[src/rtl/core/mbce_pkg.sv]
package mbce_pkg;

   localparam int DIM_W         = 10;
   localparam int COLOUR_W      = 16;
   localparam int BYTE_W        = 8;
   localparam int MAX_DIM_DEF   = 512;
   localparam int QUEUE_DEPTH   = 4;
   localparam int CSR_IDX_W     = 2;
   localparam int CSR_DATA_W    = 16;

   localparam logic [DIM_W-1:0] WIDTH_RESET  = DIM_W'(1);
   localparam logic [DIM_W-1:0] HEIGHT_RESET = DIM_W'(1);

   typedef enum logic [CSR_IDX_W-1:0] {
      CSR_IMAGE_WIDTH  = 2'd0,
      CSR_IMAGE_HEIGHT = 2'd1,
      CSR_FORE_COLOUR  = 2'd2,
      CSR_BACK_COLOUR  = 2'd3
   } csr_index_type;

   typedef struct packed {
      logic [DIM_W-1:0]    image_width;
      logic [DIM_W-1:0]    image_height;
      logic [COLOUR_W-1:0] fore_colour;
      logic [COLOUR_W-1:0] back_colour;
   } cfg_type;

   typedef struct packed {
      logic [BYTE_W-1:0] bitmap_byte;
      logic              image_start;
   } queue_entry_type;

   // head of queue as seen by the back end
   typedef struct packed {
      logic            valid;
      queue_entry_type entry;
   } queue_head_type;

endpackage

[src/rtl/core/mbce_if.sv]
interface mbce_req_if
   import mbce_pkg::*;
   ();
   logic              valid;
   logic              ready;
   logic [BYTE_W-1:0] bitmap_byte;
   logic              image_start;

   modport source (output valid, output bitmap_byte, output image_start, input ready);
   modport sink   (input valid, input bitmap_byte, input image_start, output ready);
endinterface

interface mbce_rsp_if
   import mbce_pkg::*;
   ();
   logic                valid;
   logic                ready;
   logic [COLOUR_W-1:0] pixel_colour;
   logic                row_end;
   logic                image_end;
   logic                run_last;

   modport source (output valid, output pixel_colour, output row_end, output image_end,
                   output run_last, input ready);
   modport sink   (input valid, input pixel_colour, input row_end, input image_end,
                   input run_last, output ready);
endinterface

interface mbce_csr_if
   import mbce_pkg::*;
   ();
   logic                  valid;
   logic                  ready;
   logic [CSR_IDX_W-1:0]  index;
   logic [CSR_DATA_W-1:0] data;

   modport source (output valid, output index, output data, input ready);
   modport sink   (input valid, input index, input data, output ready);
endinterface

[src/rtl/core/mbce_front.sv]
module mbce_front
   import mbce_pkg::*;
(
   input  logic            clock,
   input  logic            reset,
   mbce_req_if.sink        req_bus,
   output queue_head_type  head,
   input  logic            pop
);

   localparam int PTR_W = (QUEUE_DEPTH > 1) ? $clog2(QUEUE_DEPTH) : 1;
   localparam int CNT_W = $clog2(QUEUE_DEPTH + 1);

   queue_entry_type      mem [QUEUE_DEPTH];
   logic [PTR_W-1:0]     wr_ptr_ff, wr_ptr_in;
   logic [PTR_W-1:0]     rd_ptr_ff, rd_ptr_in;
   logic [CNT_W-1:0]     count_ff, count_in;
   logic                 push;
   logic                 do_pop;

   assign req_bus.ready = (count_ff != CNT_W'(QUEUE_DEPTH));
   assign push          = req_bus.valid && req_bus.ready;
   assign do_pop        = pop && (count_ff != '0);

   assign head.valid = (count_ff != '0);
   assign head.entry = mem[rd_ptr_ff];

   function automatic logic [PTR_W-1:0] ptr_next(input logic [PTR_W-1:0] p);
      if (p == PTR_W'(QUEUE_DEPTH - 1)) begin
         return '0;
      end
      return p + PTR_W'(1);
   endfunction

   always_comb begin
      wr_ptr_in = push   ? ptr_next(wr_ptr_ff) : wr_ptr_ff;
      rd_ptr_in = do_pop ? ptr_next(rd_ptr_ff) : rd_ptr_ff;
      count_in  = count_ff;
      if (push && !do_pop) begin
         count_in = count_ff + CNT_W'(1);
      end else if (!push && do_pop) begin
         count_in = count_ff - CNT_W'(1);
      end
   end

   always_ff @(posedge clock) begin
      if (reset) begin
         wr_ptr_ff <= '0;
         rd_ptr_ff <= '0;
         count_ff  <= '0;
      end else begin
         wr_ptr_ff <= wr_ptr_in;
         rd_ptr_ff <= rd_ptr_in;
         count_ff  <= count_in;
      end
   end

   always_ff @(posedge clock) begin
      if (push) begin
         mem[wr_ptr_ff] <= '{bitmap_byte: req_bus.bitmap_byte,
                             image_start: req_bus.image_start};
      end
   end

endmodule

[src/rtl/core/mbce_back.sv]
module mbce_back
   import mbce_pkg::*;
#(
   parameter int MAX_DIM = MAX_DIM_DEF
)
(
   input  logic            clock,
   input  logic            reset,
   input  cfg_type         cfg,
   input  queue_head_type  head,
   output logic            pop,
   mbce_rsp_if.source      rsp_bus
);

   localparam int               CLAMP   = (MAX_DIM > (1 << DIM_W) - 1) ? (1 << DIM_W) - 1
                                                                     : MAX_DIM;
   localparam logic [DIM_W-1:0] CLAMP_V = DIM_W'(CLAMP);

   function automatic logic [DIM_W-1:0] eff_dim(input logic [DIM_W-1:0] v);
      if (v == '0) begin
         return DIM_W'(1);
      end
      if (v > CLAMP_V) begin
         return CLAMP_V;
      end
      return v;
   endfunction

   logic [DIM_W-1:0]    col_ff, col_in;
   logic [DIM_W-1:0]    rows_ff, rows_in;
   logic                active_ff, active_in;
   logic                busy_ff, busy_in;
   logic [BYTE_W-1:0]   shift_ff, shift_in;
   logic [2:0]          idx_ff, idx_in;

   logic                out_valid_ff, out_valid_in;
   logic [COLOUR_W-1:0] out_pixel_ff, out_pixel_in;
   logic                out_row_ff, out_row_in;
   logic                out_img_ff, out_img_in;
   logic                out_last_ff, out_last_in;

   logic                advance;
   logic                emit;
   logic                last_px;
   logic [DIM_W-1:0]    col_inc;
   logic                row_done;
   logic [DIM_W-1:0]    width_eff;

   assign width_eff = eff_dim(cfg.image_width);
   assign advance   = !out_valid_ff || rsp_bus.ready;
   assign emit      = busy_ff && advance;
   assign col_inc   = col_ff + DIM_W'(1);
   assign row_done  = (col_inc >= width_eff);
   assign last_px   = row_done || (idx_ff == 3'd7);
   assign pop       = head.valid && (!busy_ff || (emit && last_px));

   always_comb begin
      col_in       = col_ff;
      rows_in      = rows_ff;
      active_in    = active_ff;
      busy_in      = busy_ff;
      shift_in     = shift_ff;
      idx_in       = idx_ff;
      out_pixel_in = out_pixel_ff;
      out_row_in   = out_row_ff;
      out_img_in   = out_img_ff;
      out_last_in  = out_last_ff;
      out_valid_in = out_valid_ff && !rsp_bus.ready;

      // one pixel per free output slot, MSB first
      if (emit) begin
         out_valid_in = 1'b1;
         out_pixel_in = shift_ff[BYTE_W-1] ? cfg.back_colour : cfg.fore_colour;
         out_row_in   = row_done;
         out_img_in   = 1'b0;
         out_last_in  = last_px;
         shift_in     = {shift_ff[BYTE_W-2:0], 1'b0};
         idx_in       = idx_ff + 3'd1;
         col_in       = col_inc;
         if (row_done) begin
            col_in  = '0;
            rows_in = rows_ff - DIM_W'(1);
            if (rows_in == '0) begin
               out_img_in = 1'b1;
               active_in  = 1'b0;
            end
         end
         if (last_px) begin
            busy_in = 1'b0;
         end
      end

      // next byte; start overrides whatever the last pixel left
      if (pop) begin
         if (head.entry.image_start) begin
            col_in    = '0;
            rows_in   = eff_dim(cfg.image_height);
            active_in = 1'b1;
         end
         busy_in  = active_in;
         shift_in = head.entry.bitmap_byte;
         idx_in   = '0;
      end
   end

   always_ff @(posedge clock) begin
      if (reset) begin
         col_ff       <= '0;
         rows_ff      <= '0;
         active_ff    <= 1'b0;
         busy_ff      <= 1'b0;
         idx_ff       <= '0;
         out_valid_ff <= 1'b0;
      end else begin
         col_ff       <= col_in;
         rows_ff      <= rows_in;
         active_ff    <= active_in;
         busy_ff      <= busy_in;
         idx_ff       <= idx_in;
         out_valid_ff <= out_valid_in;
      end
   end

   always_ff @(posedge clock) begin
      shift_ff     <= shift_in;
      out_pixel_ff <= out_pixel_in;
      out_row_ff   <= out_row_in;
      out_img_ff   <= out_img_in;
      out_last_ff  <= out_last_in;
   end

   assign rsp_bus.valid        = out_valid_ff;
   assign rsp_bus.pixel_colour = out_pixel_ff;
   assign rsp_bus.row_end      = out_row_ff;
   assign rsp_bus.image_end    = out_img_ff;
   assign rsp_bus.run_last     = out_last_ff;

endmodule

[src/rtl/core/mono_bitmap_colour_expander.sv]
// The first pixel of a byte passes through the queue, the back end's shift register and the output register.
// Throughput: one pixel per cycle out of the output register while the output is ready and bytes are
//   queued; a byte yields 1..8 pixels (fewer where its row ends), and a byte may yield none.
// Input beats are taken while the 4-entry queue has room, independent of the output.
// Reset (synchronous, active high): queue empty, image idle, width/height 1, colours 0.
module mono_bitmap_colour_expander
   import mbce_pkg::*;
#(
   parameter int MAX_DIM = MAX_DIM_DEF
)
(
   input  logic        clock,
   input  logic        reset,
   mbce_req_if.sink    req_bus,
   mbce_rsp_if.source  rsp_bus,
   mbce_csr_if.sink    csr_bus
);

   cfg_type        cfg_ff, cfg_in;
   queue_head_type head;
   logic           pop;
   logic           csr_write;

   // config registers: always ready; must be written by the user only while the block is idle (unchecked)
   assign csr_bus.ready = 1'b1;
   assign csr_write     = csr_bus.valid && csr_bus.ready;

   always_comb begin
      cfg_in = cfg_ff;
      if (csr_write) begin
         unique case (csr_index_type'(csr_bus.index))
            CSR_IMAGE_WIDTH:  cfg_in.image_width  = csr_bus.data[DIM_W-1:0];
            CSR_IMAGE_HEIGHT: cfg_in.image_height = csr_bus.data[DIM_W-1:0];
            CSR_FORE_COLOUR:  cfg_in.fore_colour  = csr_bus.data[COLOUR_W-1:0];
            CSR_BACK_COLOUR:  cfg_in.back_colour  = csr_bus.data[COLOUR_W-1:0];
            default: ;
         endcase
      end
   end

   always_ff @(posedge clock) begin
      if (reset) begin
         cfg_ff <= '{image_width:  WIDTH_RESET,
                     image_height: HEIGHT_RESET,
                     fore_colour:  '0,
                     back_colour:  '0};
      end else begin
         cfg_ff <= cfg_in;
      end
   end

   // front end: takes byte beats into a short queue
   mbce_front u_front (
      .clock   (clock),
      .reset   (reset),
      .req_bus (req_bus),
      .head    (head),
      .pop     (pop)
   );

   // back end: tracks row/image position, expands bits into pixel beats
   mbce_back #(
      .MAX_DIM (MAX_DIM)
   ) u_back (
      .clock   (clock),
      .reset   (reset),
      .cfg     (cfg_ff),
      .head    (head),
      .pop     (pop),
      .rsp_bus (rsp_bus)
   );

endmodule
[src/flat_wrapper.sv]
// flat-port wrapper written by rule: the top's interface ports become plain ports
module mono_bitmap_colour_expander_flat import mbce_pkg::*;
#(
   parameter int MAX_DIM = MAX_DIM_DEF
)
  (clock, reset, req_bus_valid, req_bus_bitmap_byte, req_bus_image_start, req_bus_ready, rsp_bus_valid, rsp_bus_pixel_colour, rsp_bus_row_end, rsp_bus_image_end, rsp_bus_run_last, rsp_bus_ready, csr_bus_valid, csr_bus_index, csr_bus_data, csr_bus_ready);
  mbce_req_if req_bus_i ();
  mbce_rsp_if rsp_bus_i ();
  mbce_csr_if csr_bus_i ();
  input  logic clock;
  input  logic reset;
  input wire logic [$bits(req_bus_i.valid)-1:0] req_bus_valid;
  input wire logic [$bits(req_bus_i.bitmap_byte)-1:0] req_bus_bitmap_byte;
  input wire logic [$bits(req_bus_i.image_start)-1:0] req_bus_image_start;
  output wire logic [$bits(req_bus_i.ready)-1:0] req_bus_ready;
  output wire logic [$bits(rsp_bus_i.valid)-1:0] rsp_bus_valid;
  output wire logic [$bits(rsp_bus_i.pixel_colour)-1:0] rsp_bus_pixel_colour;
  output wire logic [$bits(rsp_bus_i.row_end)-1:0] rsp_bus_row_end;
  output wire logic [$bits(rsp_bus_i.image_end)-1:0] rsp_bus_image_end;
  output wire logic [$bits(rsp_bus_i.run_last)-1:0] rsp_bus_run_last;
  input wire logic [$bits(rsp_bus_i.ready)-1:0] rsp_bus_ready;
  input wire logic [$bits(csr_bus_i.valid)-1:0] csr_bus_valid;
  input wire logic [$bits(csr_bus_i.index)-1:0] csr_bus_index;
  input wire logic [$bits(csr_bus_i.data)-1:0] csr_bus_data;
  output wire logic [$bits(csr_bus_i.ready)-1:0] csr_bus_ready;
  assign req_bus_i.valid = req_bus_valid;
  assign req_bus_i.bitmap_byte = req_bus_bitmap_byte;
  assign req_bus_i.image_start = req_bus_image_start;
  assign req_bus_ready = req_bus_i.ready;
  assign rsp_bus_valid = rsp_bus_i.valid;
  assign rsp_bus_pixel_colour = rsp_bus_i.pixel_colour;
  assign rsp_bus_row_end = rsp_bus_i.row_end;
  assign rsp_bus_image_end = rsp_bus_i.image_end;
  assign rsp_bus_run_last = rsp_bus_i.run_last;
  assign rsp_bus_i.ready = rsp_bus_ready;
  assign csr_bus_i.valid = csr_bus_valid;
  assign csr_bus_i.index = csr_bus_index;
  assign csr_bus_i.data = csr_bus_data;
  assign csr_bus_ready = csr_bus_i.ready;
  mono_bitmap_colour_expander #(.MAX_DIM(MAX_DIM)) u_core (.clock(clock), .reset(reset), .req_bus(req_bus_i), .rsp_bus(rsp_bus_i), .csr_bus(csr_bus_i));
endmodule
[config.mk]
export PLATFORM = sky130hd
export DESIGN_NAME = mono_bitmap_colour_expander_flat
export DESIGN_NICKNAME = d
export VERILOG_FILES = /design/src/rtl/core/mbce_pkg.sv /design/src/rtl/core/mbce_if.sv /design/src/rtl/core/mbce_front.sv /design/src/rtl/core/mbce_back.sv /design/src/rtl/core/mono_bitmap_colour_expander.sv /design/src/flat_wrapper.sv
export SDC_FILE = /design/constraint.sdc
export NUM_CORES = 1
export LEC_CHECK = 0
export BUFFER_PORTS_ARGS = -buffer_cell sky130_fd_sc_hd__buf_2
export CELL_PAD_IN_SITES_DETAIL_PLACEMENT = 1
export CELL_PAD_IN_SITES_GLOBAL_PLACEMENT = 2
export CORE_ASPECT_RATIO = 1.5
export CORE_MARGIN = 2
export CORE_UTILIZATION = 40
export DETAILED_ROUTE_END_ITERATION = 8
export GPL_ROUTABILITY_DRIVEN = 0
export GPL_TIMING_DRIVEN = 1
export HOLD_SLACK_MARGIN = 0.15
export PLACE_DENSITY_LB_ADDON = 0.1
export SKIP_LAST_GASP = 1
export SLEW_MARGIN = 15
export SYNTH_ARGS = -nofsm -noshare
export SYNTH_HDL_FRONTEND = slang
export SYNTH_SLANG_ARGS = --single-unit
export TNS_END_PERCENT = 30
[constraint.sdc]
create_clock -name clock -period 5.6 [get_ports clock]
set_clock_uncertainty 0.2 [all_clocks]
set_input_delay 1.12 -clock clock [delete_from_list [all_inputs] [get_ports clock]]
set_output_delay 1.12 -clock clock [all_outputs]
set_load 0.005 [all_outputs]
==> impl_metrics.toml <==
[outcome]
status = "finished clean"

[placed_design]
dp.cells = 816
portBuffers = 52
dp_hpwl_mm = 10.55
dpl_cell_area_um2 = 6889
place_ws_ns = 1.074

[timing]
rsz0062_at_grt = "false"
worstMarginPinSlew_ns = 1.081
hold_viol = 0
finalCriticalPeriod_ns = 4.525
slew_violations = 0
slew_headroom_pct = 27.64
setup_tns_ns = 0
holdWs_ns = 0.2563
setup_ws_ns = 1.075
setup_violations = 0
finalCritPeriodShare_pct = 80.80
clock.fmax_ghz = 0.2210

[setup_path]
max_stage_delay_ns = 0.40
critPathSlowestCell = "dfxtp_1"
crit_family = "compound AO/OA/AOI/OAI gates"
crit_type = "flip-flop to flip-flop"
critPathCaptureType = "flip-flop"
path_max_fanout = 15
path_common_cell = "ha_1"
critPathBufInv = 2
cp.arrival_ns = 4.67
cp_data_required_time_ns = 5.74
worstSetupStartpointType = "flip-flop"
crit_chain = "ha_1 -> and3_1 -> and3_1 -> nand3_1 -> xnor2_1 -> ha_1 -> o21a_1 -> a21oi_1 -> o41a_4 -> a32oi_2 -> o21a_4 -> inv_1 -> ha_1 -> inv_1 -> fa_1 -> xor2_1 -> or3_1 -> a21oi_1"
rrSetupSlack_ns = 1.08

[synthesis]
synthTopCellsByArea = "edfxtp_1, dfxtp_1, nand2_1, a21oi_1, ha_1"
synthCells = 585
yosys_warnings = 0
synthTopCellsByCount = "nand2_1, dfxtp_1, edfxtp_1, a21oi_1, nor2_1"
synth-edff-count = 63
synthFlopType = "dfxtp_1"
synthArstFlopShare_pct = 0
post-synth-top-count-cell = "nand2_1"
syn_area_per_cell_um2 = 11.11
synth-seq-cells = 150
ys_seq_area_share_pct = 55.91
syn_area_um2 = 6499
synth_top_area_cell = "edfxtp_1"
yosysTopAreaCellShare_pct = 29.11
syn_nets = 639
synth_cell_types = 56

[detailed_routing]
vias_per_cell = 5.177
drtIter0Drc = 146
wl_per_cell_um = 17.83
firstDrtPassIters = 4
wirelength_mm = 15.12
antenna_left = 0
route.vias.total = 4390
drc = 0

[floorplan]
io_pins = 54
die_area_um2 = 17300
dieHeight_um = 160.1
start_util_pct = 40.50
core_area_um2 = 16050
fp.dieW_um = 108.1
row_count = 57

[clock_network]
post_cts_resized = 0
clkTransAtPathRegs_ns = 0.07
cts_tree = "yes"
cts_root_buf = "clkbuf_16"
cts.sinks = 150
clk_latency_ns = 0.43
htree_levels = 4
clockBufferDepth = 2
cts_setup_buffers = 0
ctsHoldBuffers = 0
cts_buffers = 17

[layout]
syn2layout_area_growth_pct = 15.56
diodes = 0
layout.cells.non_filler = 848
layout-drive-gt1-share_pct = 20.87
nets = 683
final_area_um2 = 7510
nFillCells = 1733

[global_route]
grt_pass1_wl_mm = 24.52
track_usage_pct = 18.53
grt_pass1_vias = 4828
grt_remaining_overflow = 0
grt_start_max_net_pins = 39
grt_antenna_before_repair = 0

[pwr]
ir_drop_mv = 0.2538
p_leak_nw = 2.926
p_per_area_nw_per_um2 = 463.5

[flow_run]
drv_cap = 0

[min_path]
worstHoldPathType = "flip-flop to flip-flop"
## power by group
group | switching (W) | internal, W
registers | 0.000142 | 0.00135
logic | 0.000449 | 0.000363
clock network | 0.000530 | 0.000648
## flip-flops by register name, summed over array words and instances, names as in the netlist, named ones only
register,cells
u_core.cfg_ff,52
u_core.u_back.active_ff,1
u_core.u_back.busy_ff,1
u_core.u_back.col_ff,10
u_core.u_back.idx_ff,3
u_core.u_back.rows_ff,10
u_core.u_back.rsp_bus.image_end,1
u_core.u_back.rsp_bus.pixel_colour,16
u_core.u_back.rsp_bus.row_end,1
u_core.u_back.rsp_bus.run_last,1
u_core.u_back.rsp_bus.valid,1
u_core.u_back.shift_ff,8
u_core.u_front.count_ff,3
u_core.u_front.mem,36
u_core.u_front.rd_ptr_ff,2
u_core.u_front.wr_ptr_ff,2
## per-stage QoR
step                      total power (W)  utilization [%]
after floorplan                  0.002122                -
after global placement           0.002312            42.93
after detailed placement         0.002343            42.93
after CTS                        0.003527            46.80
after global routing             0.003667            46.80
final                            0.003481            46.80
## path summary, 6_finish.rpt
kind                                             end  depth (start not counted)                                from
min reg2reg           u_core.cfg_ff[20]$_SDFFE_PP0P_                          2      u_core.cfg_ff[20]$_SDFFE_PP0P_
max          u_core.u_front.count_ff[2]$_SDFFE_PP0P_                         18  u_core.u_back.col_ff[0]$_SDFF_PP0_
max reg2reg  u_core.u_front.count_ff[2]$_SDFFE_PP0P_                         18  u_core.u_back.col_ff[0]$_SDFF_PP0_
min                   u_core.cfg_ff[20]$_SDFFE_PP0P_                          2      u_core.cfg_ff[20]$_SDFFE_PP0P_
## per-layer routing
| layer | routed length [um] | global-route usage [%] |
|---|---|---|
| met1 | 6133 | 20.93 |
| met2 | 8310 | 34.02 |
| met3 | 426 | 3.755 |
| met4 | 245 | 6.352 |
| met5 | 0 | 0 |
## kinds of logic after synthesis
logic type      count (synthesis)  synth area share (%)
flops                         150                 55.91
fa+ha+maj                      22                 4.351
buf+inv                        44                 3.138
other cells                     1               0.05770
mux                            56                 10.80
xor+xnor                       22                 2.965
simple gates                  199                 13.61
compound gates                 91                 9.165
## worst min-delay path: stages, from the launching register on
cell	delay [ns]
dfxtp_1	0.31
nand2_1	0.05
a21oi_1	0.05
## final cells by class
type | count | area [um2] | area share [%]
Tap cell | 206 | 257.7 | 3.432
Clock inverter | 15 | 195.2 | 2.599
Clock buffer | 17 | 425.4 | 5.665
Sequential cell | 150 | 3633 | 48.38
Inverter | 15 | 56.30 | 0.7498
Multi-Input combinational cell | 391 | 2666 | 35.50
Timing Repair Buffer | 54 | 275.3 | 3.665
## cell usage in the layout (no fill, tap or decap), drive strengths merged, types with 9 or more instances in the layout
master,synthesis,final
nand2,95,95
dfxtp,87,87
edfxtp,63,63
a21oi,57,57
buf,8,54
nor2,51,51
mux2i,24,24
mux2,23,23
inv,13,22
ha,21,21
xor2,17,17
clkbuf,21,17
and3,10,10
o21ai,10,10
mux4,9,9
nand3,9,9
Note: power is estimated with default switching activity, not from simulation.
